$ cat config.mk
export PLATFORM = sky130hd
export DESIGN_NAME = dual_channel_signed_average_flat
export DESIGN_NICKNAME = d
export VERILOG_FILES = /design/src/hdl/dcsa_pkg.sv /design/src/hdl/dcsa_if.sv /design/src/hdl/dual_channel_signed_average.sv /design/src/hdl/dcsa_ctrl.sv /design/src/hdl/dcsa_datapath.sv /design/src/flat_wrapper.sv
export SDC_FILE = /design/constraint.sdc
export NUM_CORES = 1
export LEC_CHECK = 0
export ABC_AREA = 1
export BUFFER_PORTS_ARGS = -buffer_cell sky130_fd_sc_hd__clkbuf_2
export CORE_UTILIZATION = 50
export DETAILED_ROUTE_END_ITERATION = 16
export GPL_TIMING_DRIVEN = 1
export PLACE_DENSITY = 0.68
export SYNTH_ARGS = -nofsm -noshare
export SYNTH_HDL_FRONTEND = slang
export SYNTH_SLANG_ARGS = --single-unit
$ cat constraint.sdc
create_clock -name clk -period 3.2 [get_ports clk]
set_input_delay 0.16 -clock clk [delete_from_list [all_inputs] [get_ports clk]]
set_output_delay 0.16 -clock clk [all_outputs]
set_load 0.1 [all_outputs]
$ cat src/hdl/dcsa_pkg.sv
// ----------------------------------------------------------------------------
// dcsa_pkg: shared definitions for the dual channel signed averager
// Word codes, field widths and the command and status groups that join the
// controller and the datapath.
// ----------------------------------------------------------------------------
package dcsa_pkg;

	localparam int SAMPLE_BITS_DEF = 10;
	localparam int COUNT_BITS_DEF  = 15;

	localparam int MODE_W = 2;
	localparam logic [MODE_W-1:0] MODE_SAMPLE = 2'd0;
	localparam logic [MODE_W-1:0] MODE_AVG    = 2'd1;
	localparam logic [MODE_W-1:0] MODE_CLEAR  = 2'd2;

	localparam int AVG_W     = 11;
	localparam int AVG_LIMIT = 1023;

	typedef struct packed {
		logic sample_en;
		logic clear_en;
		logic div_start;
		logic div_step;
		logic out_load;
	} cmd_t;

	typedef struct packed {
		logic div_done;
	} sts_t;

endpackage

$ cat src/hdl/dcsa_if.sv
// ----------------------------------------------------------------------------
// dcsa_if: stream channels of the dual channel signed averager
// dcsa_in_if carries input words, dcsa_out_if carries average words.
// ----------------------------------------------------------------------------
interface dcsa_in_if #(
	parameter int SAMPLE_BITS = dcsa_pkg::SAMPLE_BITS_DEF
);
	logic                            valid;
	logic                            ready;
	logic [dcsa_pkg::MODE_W-1:0]     mode;
	logic [SAMPLE_BITS-1:0]          sample_value;
	logic                            dir_left;
	logic                            dir_right;

	modport source (output valid, mode, sample_value, dir_left, dir_right, input ready);
	modport sink   (input valid, mode, sample_value, dir_left, dir_right, output ready);
endinterface

interface dcsa_out_if;
	logic                             valid;
	logic                             ready;
	logic signed [dcsa_pkg::AVG_W-1:0] avg_left;
	logic signed [dcsa_pkg::AVG_W-1:0] avg_right;
	logic                             left_empty;
	logic                             right_empty;
	logic                             overflowed;

	modport source (output valid, avg_left, avg_right, left_empty, right_empty, overflowed,
		input ready);
	modport sink   (input valid, avg_left, avg_right, left_empty, right_empty, overflowed,
		output ready);
endinterface

$ cat src/hdl/dual_channel_signed_average.sv
// ----------------------------------------------------------------------------
// dual_channel_signed_average: accumulate-and-dump averager for two channels
// Sums signed motor-speed samples per channel and reports truncated averages,
// saturated to +/-1023.
// Usage: words arrive on the samples channel. A sample word (mode 0) is added
// to the selected channel's sum, or subtracted when that channel's direction
// bit is set, and the channel toggles; the first sample after reset goes to
// the right channel. A clear word (mode 2) zeroes sums, counts and the
// overflow flag. Mode 3 words are taken and ignored. Sample and clear words
// finish in the cycle they are accepted, so while no division runs one word
// per cycle is taken. An average word (mode 1) snapshots both sums and
// counts, clears them and starts a restoring divider that produces one
// quotient bit per cycle in both lanes at once. It needs SAMPLE_BITS +
// COUNT_BITS steps (25 by default); the result word is then loaded and shown
// on the averages channel; the samples channel is held off until then. Empty
// channels report 0 with their empty flag set; counts that saturate drop
// samples and raise the overflow flag. If the receiver stalls, the result
// waits in the output register and sample words are still taken; a second
// average word waits at the end of its division until the register is
// free. Reset returns to idle with zero sums and the right channel selected.
// ----------------------------------------------------------------------------
module dual_channel_signed_average #(
	parameter int SAMPLE_BITS = dcsa_pkg::SAMPLE_BITS_DEF,
	parameter int COUNT_BITS  = dcsa_pkg::COUNT_BITS_DEF
) (
	input  logic        clk,
	input  logic        arst_n,
	dcsa_in_if.sink     samples,
	dcsa_out_if.source  averages
);
	import dcsa_pkg::*;

	cmd_t cmd;
	sts_t sts;

	// The controller decides what each word does; the datapath only follows.
	dcsa_ctrl u_ctrl (
		.clk       (clk),
		.arst_n    (arst_n),
		.in_valid  (samples.valid),
		.in_mode   (samples.mode),
		.in_ready  (samples.ready),
		.out_valid (averages.valid),
		.out_ready (averages.ready),
		.sts       (sts),
		.cmd       (cmd)
	);

	dcsa_datapath #(
		.SAMPLE_BITS (SAMPLE_BITS),
		.COUNT_BITS  (COUNT_BITS)
	) u_datapath (
		.clk          (clk),
		.arst_n       (arst_n),
		.cmd          (cmd),
		.sts          (sts),
		.sample_value (samples.sample_value),
		.dir_left     (samples.dir_left),
		.dir_right    (samples.dir_right),
		.avg_left     (averages.avg_left),
		.avg_right    (averages.avg_right),
		.left_empty   (averages.left_empty),
		.right_empty  (averages.right_empty),
		.overflowed   (averages.overflowed)
	);

	// An accepted average word must hold off the input while the divider runs.
	a_avg_blocks_input: assert property (@(posedge clk) disable iff (!arst_n)
		(samples.valid && samples.ready && samples.mode == MODE_AVG) |=> !samples.ready)
		else $error("input taken during division");

	// The result register is only loaded once all quotient bits are in.
	a_load_after_done: assert property (@(posedge clk) disable iff (!arst_n)
		cmd.out_load |-> sts.div_done)
		else $error("result loaded before division finished");

	// The divider never steps past its last bit.
	a_no_extra_step: assert property (@(posedge clk) disable iff (!arst_n)
		cmd.div_step |-> !sts.div_done)
		else $error("divider stepped after completion");

	// A load makes the result visible in the next cycle.
	a_load_shows_valid: assert property (@(posedge clk) disable iff (!arst_n)
		cmd.out_load |=> averages.valid)
		else $error("loaded result not presented");

endmodule

$ cat src/hdl/dcsa_ctrl.sv
// ----------------------------------------------------------------------------
// dcsa_ctrl: controller of the dual channel signed averager
// Decodes input words, sequences the divider and owns the output valid flag.
// ----------------------------------------------------------------------------
module dcsa_ctrl (
	input  logic                        clk,
	input  logic                        arst_n,
	input  logic                        in_valid,
	input  logic [dcsa_pkg::MODE_W-1:0] in_mode,
	output logic                        in_ready,
	output logic                        out_valid,
	input  logic                        out_ready,
	input  dcsa_pkg::sts_t              sts,
	output dcsa_pkg::cmd_t              cmd
);
	import dcsa_pkg::*;

	localparam logic ST_IDLE = 1'b0;
	localparam logic ST_DIV  = 1'b1;

	logic state_q;
	logic state_d;
	logic out_valid_q;
	logic out_free;

	assign in_ready  = (state_q == ST_IDLE);
	assign out_valid = out_valid_q;
	assign out_free  = !out_valid_q || out_ready;

	always_comb begin
		cmd     = '0;
		state_d = state_q;
		case (state_q)
			ST_IDLE: begin
				if (in_valid) begin
					case (in_mode)
						MODE_SAMPLE: cmd.sample_en = 1'b1;
						MODE_AVG: begin
							cmd.div_start = 1'b1;
							state_d       = ST_DIV;
						end
						MODE_CLEAR:  cmd.clear_en = 1'b1;
						default:     ;
					endcase
				end
			end
			ST_DIV: begin
				if (!sts.div_done) begin
					cmd.div_step = 1'b1;
				end else if (out_free) begin
					cmd.out_load = 1'b1;
					state_d      = ST_IDLE;
				end
			end
			default: state_d = ST_IDLE;
		endcase
	end

	always_ff @(posedge clk or negedge arst_n) begin
		if (!arst_n) begin
			state_q     <= ST_IDLE;
			out_valid_q <= 1'b0;
		end else begin
			state_q <= state_d;
			if (cmd.out_load) begin
				out_valid_q <= 1'b1;
			end else if (out_ready) begin
				out_valid_q <= 1'b0;
			end
		end
	end

endmodule

$ cat src/hdl/dcsa_datapath.sv
// ----------------------------------------------------------------------------
// dcsa_datapath: accumulators, two-lane serial divider and result register
// Lane 0 is the right channel and lane 1 the left channel.
// ----------------------------------------------------------------------------
module dcsa_datapath #(
	parameter int SAMPLE_BITS = dcsa_pkg::SAMPLE_BITS_DEF,
	parameter int COUNT_BITS  = dcsa_pkg::COUNT_BITS_DEF
) (
	input  logic                              clk,
	input  logic                              arst_n,
	input  dcsa_pkg::cmd_t                    cmd,
	output dcsa_pkg::sts_t                    sts,
	input  logic [SAMPLE_BITS-1:0]            sample_value,
	input  logic                              dir_left,
	input  logic                              dir_right,
	output logic signed [dcsa_pkg::AVG_W-1:0] avg_left,
	output logic signed [dcsa_pkg::AVG_W-1:0] avg_right,
	output logic                              left_empty,
	output logic                              right_empty,
	output logic                              overflowed
);
	import dcsa_pkg::*;

	localparam int SUM_W = SAMPLE_BITS + COUNT_BITS + 1;
	localparam int MAG_W = SUM_W - 1;
	localparam int STEPS = MAG_W;
	localparam int STEP_W = $clog2(STEPS + 1);

	logic signed [SUM_W-1:0] sum_q   [2];
	logic [COUNT_BITS-1:0]   count_q [2];
	logic                    chan_q;
	logic                    drop_q;

	logic [COUNT_BITS-1:0]   rem_q   [2];
	logic [MAG_W-1:0]        quo_q   [2];
	logic [COUNT_BITS-1:0]   den_q   [2];
	logic [1:0]              neg_q;
	logic [1:0]              empty_q;
	logic                    drop_cap_q;
	logic [STEP_W-1:0]       step_q;

	logic signed [AVG_W-1:0] avg_q   [2];
	logic [1:0]              empty_out_q;
	logic                    over_q;

	logic signed [SUM_W-1:0] sample_ext;
	logic                    dir_sel;

	assign sample_ext   = $signed({{(SUM_W-SAMPLE_BITS){1'b0}}, sample_value});
	assign dir_sel      = chan_q ? dir_left : dir_right;
	assign sts.div_done = (step_q == STEP_W'(STEPS));

	// Accumulators and channel selection.
	always_ff @(posedge clk or negedge arst_n) begin
		if (!arst_n) begin
			chan_q     <= 1'b0;
			drop_q     <= 1'b0;
			sum_q[0]   <= '0;
			sum_q[1]   <= '0;
			count_q[0] <= '0;
			count_q[1] <= '0;
		end else if (cmd.clear_en || cmd.div_start) begin
			drop_q     <= 1'b0;
			sum_q[0]   <= '0;
			sum_q[1]   <= '0;
			count_q[0] <= '0;
			count_q[1] <= '0;
		end else if (cmd.sample_en) begin
			chan_q <= ~chan_q;
			if (count_q[chan_q] == '1) begin
				drop_q <= 1'b1;
			end else begin
				sum_q[chan_q]   <= dir_sel ? sum_q[chan_q] - sample_ext
				                           : sum_q[chan_q] + sample_ext;
				count_q[chan_q] <= count_q[chan_q] + 1'b1;
			end
		end
	end

	always_ff @(posedge clk or negedge arst_n) begin
		if (!arst_n) begin
			step_q <= '0;
		end else if (cmd.div_start) begin
			step_q <= '0;
		end else if (cmd.div_step) begin
			step_q <= step_q + 1'b1;
		end
	end

	always_ff @(posedge clk) begin
		if (cmd.div_start) begin
			drop_cap_q <= drop_q;
		end
	end

	// Restoring divider, one quotient bit per lane per cycle.
	for (genvar i = 0; i < 2; i++) begin : g_lane
		logic [COUNT_BITS:0] shifted;
		logic [COUNT_BITS:0] trial;
		logic [AVG_W-1:0]    sat;

		assign shifted = {rem_q[i], quo_q[i][MAG_W-1]};
		assign trial   = shifted - {1'b0, den_q[i]};
		assign sat     = (quo_q[i] > MAG_W'(AVG_LIMIT)) ? AVG_W'(AVG_LIMIT)
		                                                : quo_q[i][AVG_W-1:0];

		always_ff @(posedge clk) begin
			if (cmd.div_start) begin
				quo_q[i]   <= sum_q[i][SUM_W-1] ? MAG_W'(-sum_q[i]) : MAG_W'(sum_q[i]);
				rem_q[i]   <= '0;
				den_q[i]   <= count_q[i];
				neg_q[i]   <= sum_q[i][SUM_W-1];
				empty_q[i] <= (count_q[i] == '0);
			end else if (cmd.div_step) begin
				if (!trial[COUNT_BITS]) begin
					rem_q[i] <= trial[COUNT_BITS-1:0];
					quo_q[i] <= {quo_q[i][MAG_W-2:0], 1'b1};
				end else begin
					rem_q[i] <= shifted[COUNT_BITS-1:0];
					quo_q[i] <= {quo_q[i][MAG_W-2:0], 1'b0};
				end
			end
			if (cmd.out_load) begin
				if (empty_q[i]) begin
					avg_q[i] <= '0;
				end else begin
					avg_q[i] <= neg_q[i] ? -$signed(sat) : $signed(sat);
				end
				empty_out_q[i] <= empty_q[i];
			end
		end
	end

	always_ff @(posedge clk) begin
		if (cmd.out_load) begin
			over_q <= drop_cap_q;
		end
	end

	assign avg_right   = avg_q[0];
	assign avg_left    = avg_q[1];
	assign right_empty = empty_out_q[0];
	assign left_empty  = empty_out_q[1];
	assign overflowed  = over_q;

endmodule
$ cat src/flat_wrapper.sv
// flat-port wrapper written by rule: the top's interface ports become plain ports
module dual_channel_signed_average_flat import dcsa_pkg::*;
#(
	parameter int SAMPLE_BITS = dcsa_pkg::SAMPLE_BITS_DEF,
	parameter int COUNT_BITS  = dcsa_pkg::COUNT_BITS_DEF
)
  (clk, arst_n, samples_valid, samples_mode, samples_sample_value, samples_dir_left, samples_dir_right, samples_ready, averages_valid, averages_avg_left, averages_avg_right, averages_left_empty, averages_right_empty, averages_overflowed, averages_ready);
  dcsa_in_if #(.SAMPLE_BITS(SAMPLE_BITS)) samples_i ();
  dcsa_out_if averages_i ();
  input  logic clk;
  input  logic arst_n;
  input wire logic [$bits(samples_i.valid)-1:0] samples_valid;
  input wire logic [$bits(samples_i.mode)-1:0] samples_mode;
  input wire logic [$bits(samples_i.sample_value)-1:0] samples_sample_value;
  input wire logic [$bits(samples_i.dir_left)-1:0] samples_dir_left;
  input wire logic [$bits(samples_i.dir_right)-1:0] samples_dir_right;
  output wire logic [$bits(samples_i.ready)-1:0] samples_ready;
  output wire logic [$bits(averages_i.valid)-1:0] averages_valid;
  output wire logic [$bits(averages_i.avg_left)-1:0] averages_avg_left;
  output wire logic [$bits(averages_i.avg_right)-1:0] averages_avg_right;
  output wire logic [$bits(averages_i.left_empty)-1:0] averages_left_empty;
  output wire logic [$bits(averages_i.right_empty)-1:0] averages_right_empty;
  output wire logic [$bits(averages_i.overflowed)-1:0] averages_overflowed;
  input wire logic [$bits(averages_i.ready)-1:0] averages_ready;
  assign samples_i.valid = samples_valid;
  assign samples_i.mode = samples_mode;
  assign samples_i.sample_value = samples_sample_value;
  assign samples_i.dir_left = samples_dir_left;
  assign samples_i.dir_right = samples_dir_right;
  assign samples_ready = samples_i.ready;
  assign averages_valid = averages_i.valid;
  assign averages_avg_left = averages_i.avg_left;
  assign averages_avg_right = averages_i.avg_right;
  assign averages_left_empty = averages_i.left_empty;
  assign averages_right_empty = averages_i.right_empty;
  assign averages_overflowed = averages_i.overflowed;
  assign averages_i.ready = averages_ready;
  dual_channel_signed_average #(.SAMPLE_BITS(SAMPLE_BITS), .COUNT_BITS(COUNT_BITS)) u_core (.clk(clk), .arst_n(arst_n), .samples(samples_i), .averages(averages_i));
endmodule
# After elaboration in Yosys (flattened, before gate mapping)
# Memory sizes are Yosys's and may differ from the RTL's.
# Index checks and enable logic that the tools add are counted.
[word_totals]
out_inout_bits = 27
register_bits = 99
in_bits = 18
elab_cells = 154
ramBits = 132
memories = 4
[memory_table]
columns = ["memory", "words", "word_bits", "read_ports", "rd_clocked_by_memory_dff", "write_ports", "line", "text"]
rows = [
  ["u_core.u_datapath.quo_q", 2, 25, 2, 0, 2, "dcsa_datapath.sv:35", "logic [MAG_W-1:0] quo_q [2];"],
  ["u_core.u_datapath.den_q", 2, 15, 2, 0, 2, "dcsa_datapath.sv:36", "logic [COUNT_BITS-1:0] den_q [2];"],
  ["u_core.u_datapath.rem_q", 2, 15, 2, 0, 2, "dcsa_datapath.sv:34", "logic [COUNT_BITS-1:0] rem_q [2];"],
  ["u_core.u_datapath.avg_q", 2, 11, 2, 0, 2, "dcsa_datapath.sv:42", "logic signed [AVG_W-1:0] avg_q [2];"],
]
[classes]
n_reduce_logical = 14
muxes = 86
n_addsub = 10
n_lt_le_gt_ge = 4
bitwise_logic = 14
n_eq_ne = 5
[ops]
columns = ["op", "n"]
rows = [
  ["$mux 52", 3],
  ["$mux 25", 6],
  ["$mux 26", 5],
  ["$mux 15", 8],
  ["$mux 30", 3],
  ["$mux 11", 6],
  ["$bwmux 52", 1],
  ["$gt 25x10->1 const B", 2],
  ["$neg 25->25", 2],
  ["$mux 1", 45],
  ["$sub 16x15->16", 2],
  ["$bwmux 30", 1],
  ["$logic_not 15->1", 2],
  ["$add 26x11->26", 1],
  ["$demux 26 s1", 1],
  ["$sub 26x11->26", 1],
  ["$neg 11->11", 2],
  ["$add 15x1->15 const B", 1],
  ["$demux 15 s1", 1],
  ["$eq 15x15->1 const B", 1],
  ["$mux 5", 2],
  ["$or 1x1->1", 10],
  ["$reduce_bool 2->1", 4],
  ["$mux 3", 2],
  ["16 further kinds", 21],
]

# Logic depth before layout (Yosys ltp)
[logic_depth]
depth_word = 10
mapped_depth = 22
depth_no_buf = 21

# Modules after synthesis
# From an unflattened synthesis, not the netlist that was laid out.
[unflattened]
hier_cells = 2072
hier_area_um2 = 15492.4
[by_module_without_submodules]
columns = ["mod", "area_each_um2", "instances", "seq_area_each_um2", "cells_per_inst"]
rows = [
  ["dcsa_datapath", 15373.5, 1, 6431.2, 2054],
  ["dcsa_ctrl", 118.9, 1, 50.0, 18],
]

# Worst setup path after synthesis
# OpenSTA, ideal clock, no wires.
[synth_timing]
path_type = "register -> register"
start = "register u_core.u_ctrl.state_q"
end = "memory u_core.u_datapath.quo_q[0][0] (netlist name), enable pin"
n_path_buf = 0
synth_period_minus_slack_ns = 3.664
t_arrival_ns = 3.222
setup_time_ns = 0.442
required_ns = 2.758
stages_incl_launch_ff = 4
path_slack_ns = -0.464
cell_sequence = "dfrtp_1 inv_1 nand4_1 nand2_1"
[synth_lines]
columns = ["element", "line", "text"]
rows = [
  ["from (decl)", "dcsa_ctrl.sv:21", "logic state_q;"],
  ["from (signal assigned)", "dcsa_ctrl.sv:64", "state_q <= state_d;"],
  ["to (decl)", "dcsa_datapath.sv:35", ""],
]

# Final worst setup path
[layout_timing]
start = "input samples_sample_value[0]"
end = "register u_core.u_datapath.sum_q[21] (netlist name)"
[layout_via]
elab_chain_len = 6
elab_cells_between_ends = 7
cone_classes = "add/sub (2); mux (5)"
[layout_lines]
columns = ["element", "line", "text"]
rows = [
  ["from (decl)", "flat_wrapper.sv:14", "input wire logic [$bits(samples_i.sample_value)-1:0] samples_sample_value;"],
  ["$add 26x11->26 / $sub 26x11->26 (equally long branches)", "dcsa_datapath.sv:74, dcsa_datapath.sv:73", ""],
  ["$mux 26 *", "dcsa_datapath.sv:73", "sum_q[chan_q] <= dir_sel ? sum_q[chan_q] - sample_ext"],
  ["$bwmux 52 *", "dcsa_datapath.sv:73", ""],
  ["$mux 52 *", "dcsa_datapath.sv:70", "if (count_q[chan_q] == '1) begin"],
  ["$mux 52 *", "dcsa_datapath.sv:68", "end else if (cmd.sample_en) begin"],
  ["$mux 52 *", "dcsa_datapath.sv:62", "end else if (cmd.clear_en || cmd.div_start) begin"],
  ["to (signal, indexed assignment)", "dcsa_datapath.sv:73", ""],
  ["to (decl)", "dcsa_datapath.sv:29", "logic signed [SUM_W-1:0] sum_q [2];"],
]
# Every way passes the cells marked *; elsewhere a longest branch is shown, timed or not. The select of a mux whose other input is x is not followed.
# A chain may end at the register's enable or synchronous reset.

==> run_results.csv <==
group,metric,value,unit
status,outcome,"complete, no violations",
global_routing,wire_length_of_the_first_global_routing_pass,65.2,mm
drt,final_routed_wire_length_divided_by_cell_count,16.2,um
pwr,power,18.2,mW
drt,detail_route.wirelength,40.6,mm
pwr,power-per-cell-area,1070,mW/mm^2
cts,buffer_levels_on_the_longest_clock_path,3,
pwr,max-vdd-ir-drop,0.000458,V
cts,cts_root_buf,"sky130_fd_sc_hd__clkbuf_16",
critical_path,crit_type,"in -> reg",
timing,finalWorstPathRequiredPeriod,2990,ps
synth,post_synth_xor_area_fraction,0.0489,
place,portBuffers,44,
timing,grt_setup_unrepaired,"no",
floorplan,fp.dieArea,0.0315,sq mm
drt,via_count,13400,
synth,synth_simple_gate_area_share,0.288,
finish,area_growth,10.4,%
cts,cts.reportedPaths.clkPinSlew,60,ps
synth,synth_top_family_by_area,"simple AND/OR/NAND/NOR gates",
synth,flip_flop_cell_with_the_highest_count_after_synthesis,"sky130_fd_sc_hd__edfxtp_1",
place,detailed_place_hpwl,30.6,mm
cts,cts.htree.levels,1,
worst_hold_path,worstHoldPathType,"in -> async",
critical_path,crit_path_top_delay_cell,"sky130_fd_sc_hd__dlygate4sd3_1",
synth,synth_compound_area_frac,0.105,
critical_path,timing.critical_path.from_type,"input pin",
synth,synth_nets,2132,
critical_path,worstPathRequired,3600,ps
cts,tritoncts,"done",
pwr,power.static_leakage,8.17,nW
timing,skew,20.2,ps
floorplan,placementRows,63,
global_routing,grt_start_max_net_pins,74,
global_routing,first_global_vias,12500,
drt,avgViaCountPerCell,5.38,
synth,ys_seq_elements,231,
timing,post-route-period-util,0.935,
cts,cts_made_buffers,26,
floorplan,placeableCoreArea,0.0300,sq mm
global_routing,grt_usage,0.262,
timing,achievable-frequency,334,MHz
job,cap_viol_max_count,0,
critical_path,timing.critical_path.to_type,"register",
timing,setup_viol,0,
critical_path,list_of_cells_traversed_by_the_critical_path,"dlygate4sd3_1, clkbuf_2, inv_1, ha_1, inv_1, nor3_2, nand3_2, o31ai_2, ha_1, nand2_1, nor2_1, inv_1, nor3_1, nand3_1, nand3_1, nand2_1, nand2_1, o21ai_1",
cts,clock_insertion_delay_worst_skew,530,ps
drt,drc_errors,0,
floorplan,floorplan.initialDensity,0.514,
finish,drive_above_1_share,0.0745,
finish,antennaDiodeCount,0,
synth,yosys-mux-area-fraction,0,
timing,transition_at_the_pin_with_the_smallest_max_transition_slack,703,ps
global_routing,global_route.overflow_total,0,
drt,drt_first_iter_violations,1119,
floorplan,chipWidth,178,um
global_routing,antenna_violations_before_repair,0,
synth,synth-adder-area-share,0.0559,
drt,first_pass_iters,5,
synth,syn_area_per_cell,7.52,sq um
critical_path,critical_path.top_delay_family,"simple AND/OR/NAND/NOR gates",
floorplan,die_y,178,um
critical_path,max_stage_delay,530,ps
timing,fin_setup_tns,0,ps
synth,syn_area,0.0154,sq mm
finish,final_nets,2173,
place,globalplace.congestion,0.947,
cts,cts_num_sinks,231,
synth,netlist-cell-type-count,42,
critical_path,startpoint,"samples_sample_value[0]",
synth,yosys_warnings,0,
critical_path,critical_path_buf_inv_count,5,
floorplan,boundaryPins,45,
synth,async_flop_share,0.394,
critical_path,timing.critical_path.fanout_max,5,
timing,number_of_pins_exceeding_their_max_slew_limit_in_the_final_report,0,
synth,postSynthCellCount,2047,
synth,ys_seq_area_frac,0.421,
timing,timing_hold_violations_final,0,
drt,detail-route-antenna-nets,0,
synth,synth_edf_count,140,
critical_path,arrival,3390,ps
timing,slew-limit-headroom,0.527,
critical_path,worst_r2r_startpoint,"u_core.u_datapath.chan_q$_DFFE_PN0P_",
-- flip-flops by register name (all words and copies together), names as in the netlist, 5 cells and up --
register / cells
u_core.u_datapath.den_q: 30
u_core.u_datapath.count_q: 30
u_core.u_datapath.rem_q: 30
u_core.u_datapath.quo_q: 50
u_core.u_datapath.step_q: 5
u_core.u_datapath.avg_q: 22
u_core.u_datapath.sum_q: 52
-- cell type report --
class	count	area, sq um
fill	2840	13000
multi-input combinational	1513	7700
sequential	231	6480
inverter	249	935
clock buffer	35	778
tap	390	488
timing repair buffer	67	415
clock inverter	12	196
-- cell usage in the layout (no fill, tap or decap), drive strengths merged, types with 53 or more instances in the layout --
| cell | count |
|---|---|
| nor2 | 240 |
| inv | 251 |
| ha | 64 |
| dfrtp | 91 |
| o21ai | 184 |
| xor2 | 53 |
| a21oi | 82 |
| nand2 | 618 |
| nand3 | 125 |
| edfxtp | 140 |
| clkbuf | 78 |
-- synthesized netlist by cell type (all sizes together) (14+ instances only) --
library cell	number	area (sq um)
a21oi	82	410
buf	27	223
clkbuf	27	101
dfrtp	91	2280
edfxtp	140	4200
ha	64	801
inv	249	935
nand2	618	2330
nand3	125	673
nand4	34	213
nor2	240	908
nor3	14	70.1
o21ai	184	981
xnor2	33	289
xor2	53	464
-- routing by layer --
metal | vias up | part of all wire | global-route usage
met5 | - | 0 | 0
met4 | 0 | 0.015 | 0.0541
li1 | 6753 | - | -
met3 | 42 | 0.065 | 0.0289
met1 | 6208 | 0.48 | 0.393
met2 | 426 | 0.44 | 0.406
-- report_power, final --
group          total (mW)  internal [mW]  switching (mW)
combinational        9.34           3.04            6.31
sequential           5.54           4.59           0.956
clock                3.35           2.11            1.24
-- cell families (layout without fill, tap and decap cells) --
| kind of cell | Yosys count | count (layout) |
|---|---|---|
| and+or+nand+nor | 1062 | 1062 |
| buffers and inverters | 303 | 363 |
| AOI/OAI and AO/OA | 298 | 298 |
| DFF | 231 | 231 |
| xor gates and xnor gates | 86 | 86 |
| adders and majority gates | 67 | 67 |
-- path summary, 6_finish.rpt --
kind / to / slack (ps) / depth (start not counted)
worst min register to register: u_core.u_datapath.overflowed$_DFFE_PP_ / 440 / 0
worst max register to register: u_core.u_datapath.sum_q[15]$_DFFE_PN0P_ / 230 / 11
max in group asynchronous: u_core.u_datapath.count_q[12]$_DFFE_PN0P_ / 2340 / 3
worst max-delay path: u_core.u_datapath.sum_q[21]$_DFFE_PN0P_ / 210 / 18
min in group clk: u_core.u_datapath.drop_q$_DFFE_PN0P_ / 170 / 3
worst min-delay path: u_core.u_ctrl.out_valid$_DFFE_PN0P_ / 140 / 2
-- worst reg2reg max path, cell delays in order, from the launching register on --
cell and delay, ps:
sky130_fd_sc_hd__dfrtp_2 480, sky130_fd_sc_hd__inv_1 90, sky130_fd_sc_hd__buf_4 230, sky130_fd_sc_hd__o21ai_0 490
sky130_fd_sc_hd__ha_1 380, sky130_fd_sc_hd__nand2_1 190, sky130_fd_sc_hd__inv_1 60, sky130_fd_sc_hd__a21oi_1 210
sky130_fd_sc_hd__nand2_1 190, sky130_fd_sc_hd__a21oi_1 200, sky130_fd_sc_hd__xor2_1 240, sky130_fd_sc_hd__o21ai_1 100
-- per-stage QoR --
| step | util | hold slack (ps) | instances | cell area (sq um) | setup WS [ps] |
|---|---|---|---|---|---|
| after floorplan | - | -136 | 2047 | 15400 | 281 |
| after global placement | 0.532 | 162 | 2445 | 15900 | 50.2 |
| after detailed placement | 0.532 | 163 | 2445 | 15900 | 58.3 |
| after CTS | 0.566 | 143 | 2495 | 17000 | 55.0 |
| after global routing | 0.567 | 185 | 2497 | 17000 | 19.4 |
| final | 0.567 | 135 | 2497 | 17000 | 209 |
-- timing repair --
| item | 4_1_cts | 5_1_grt |
|---|---|---|
| endpoints found under the hold margin | 33 | 0 |
| setup buffers | 0 | 2 |
| hold buffers | 3 | 0 |
| setup endpoints to repair | 0 | 26 |
| gates resized for setup | 0 | 6 |
(Power assumes the default switching activity.)
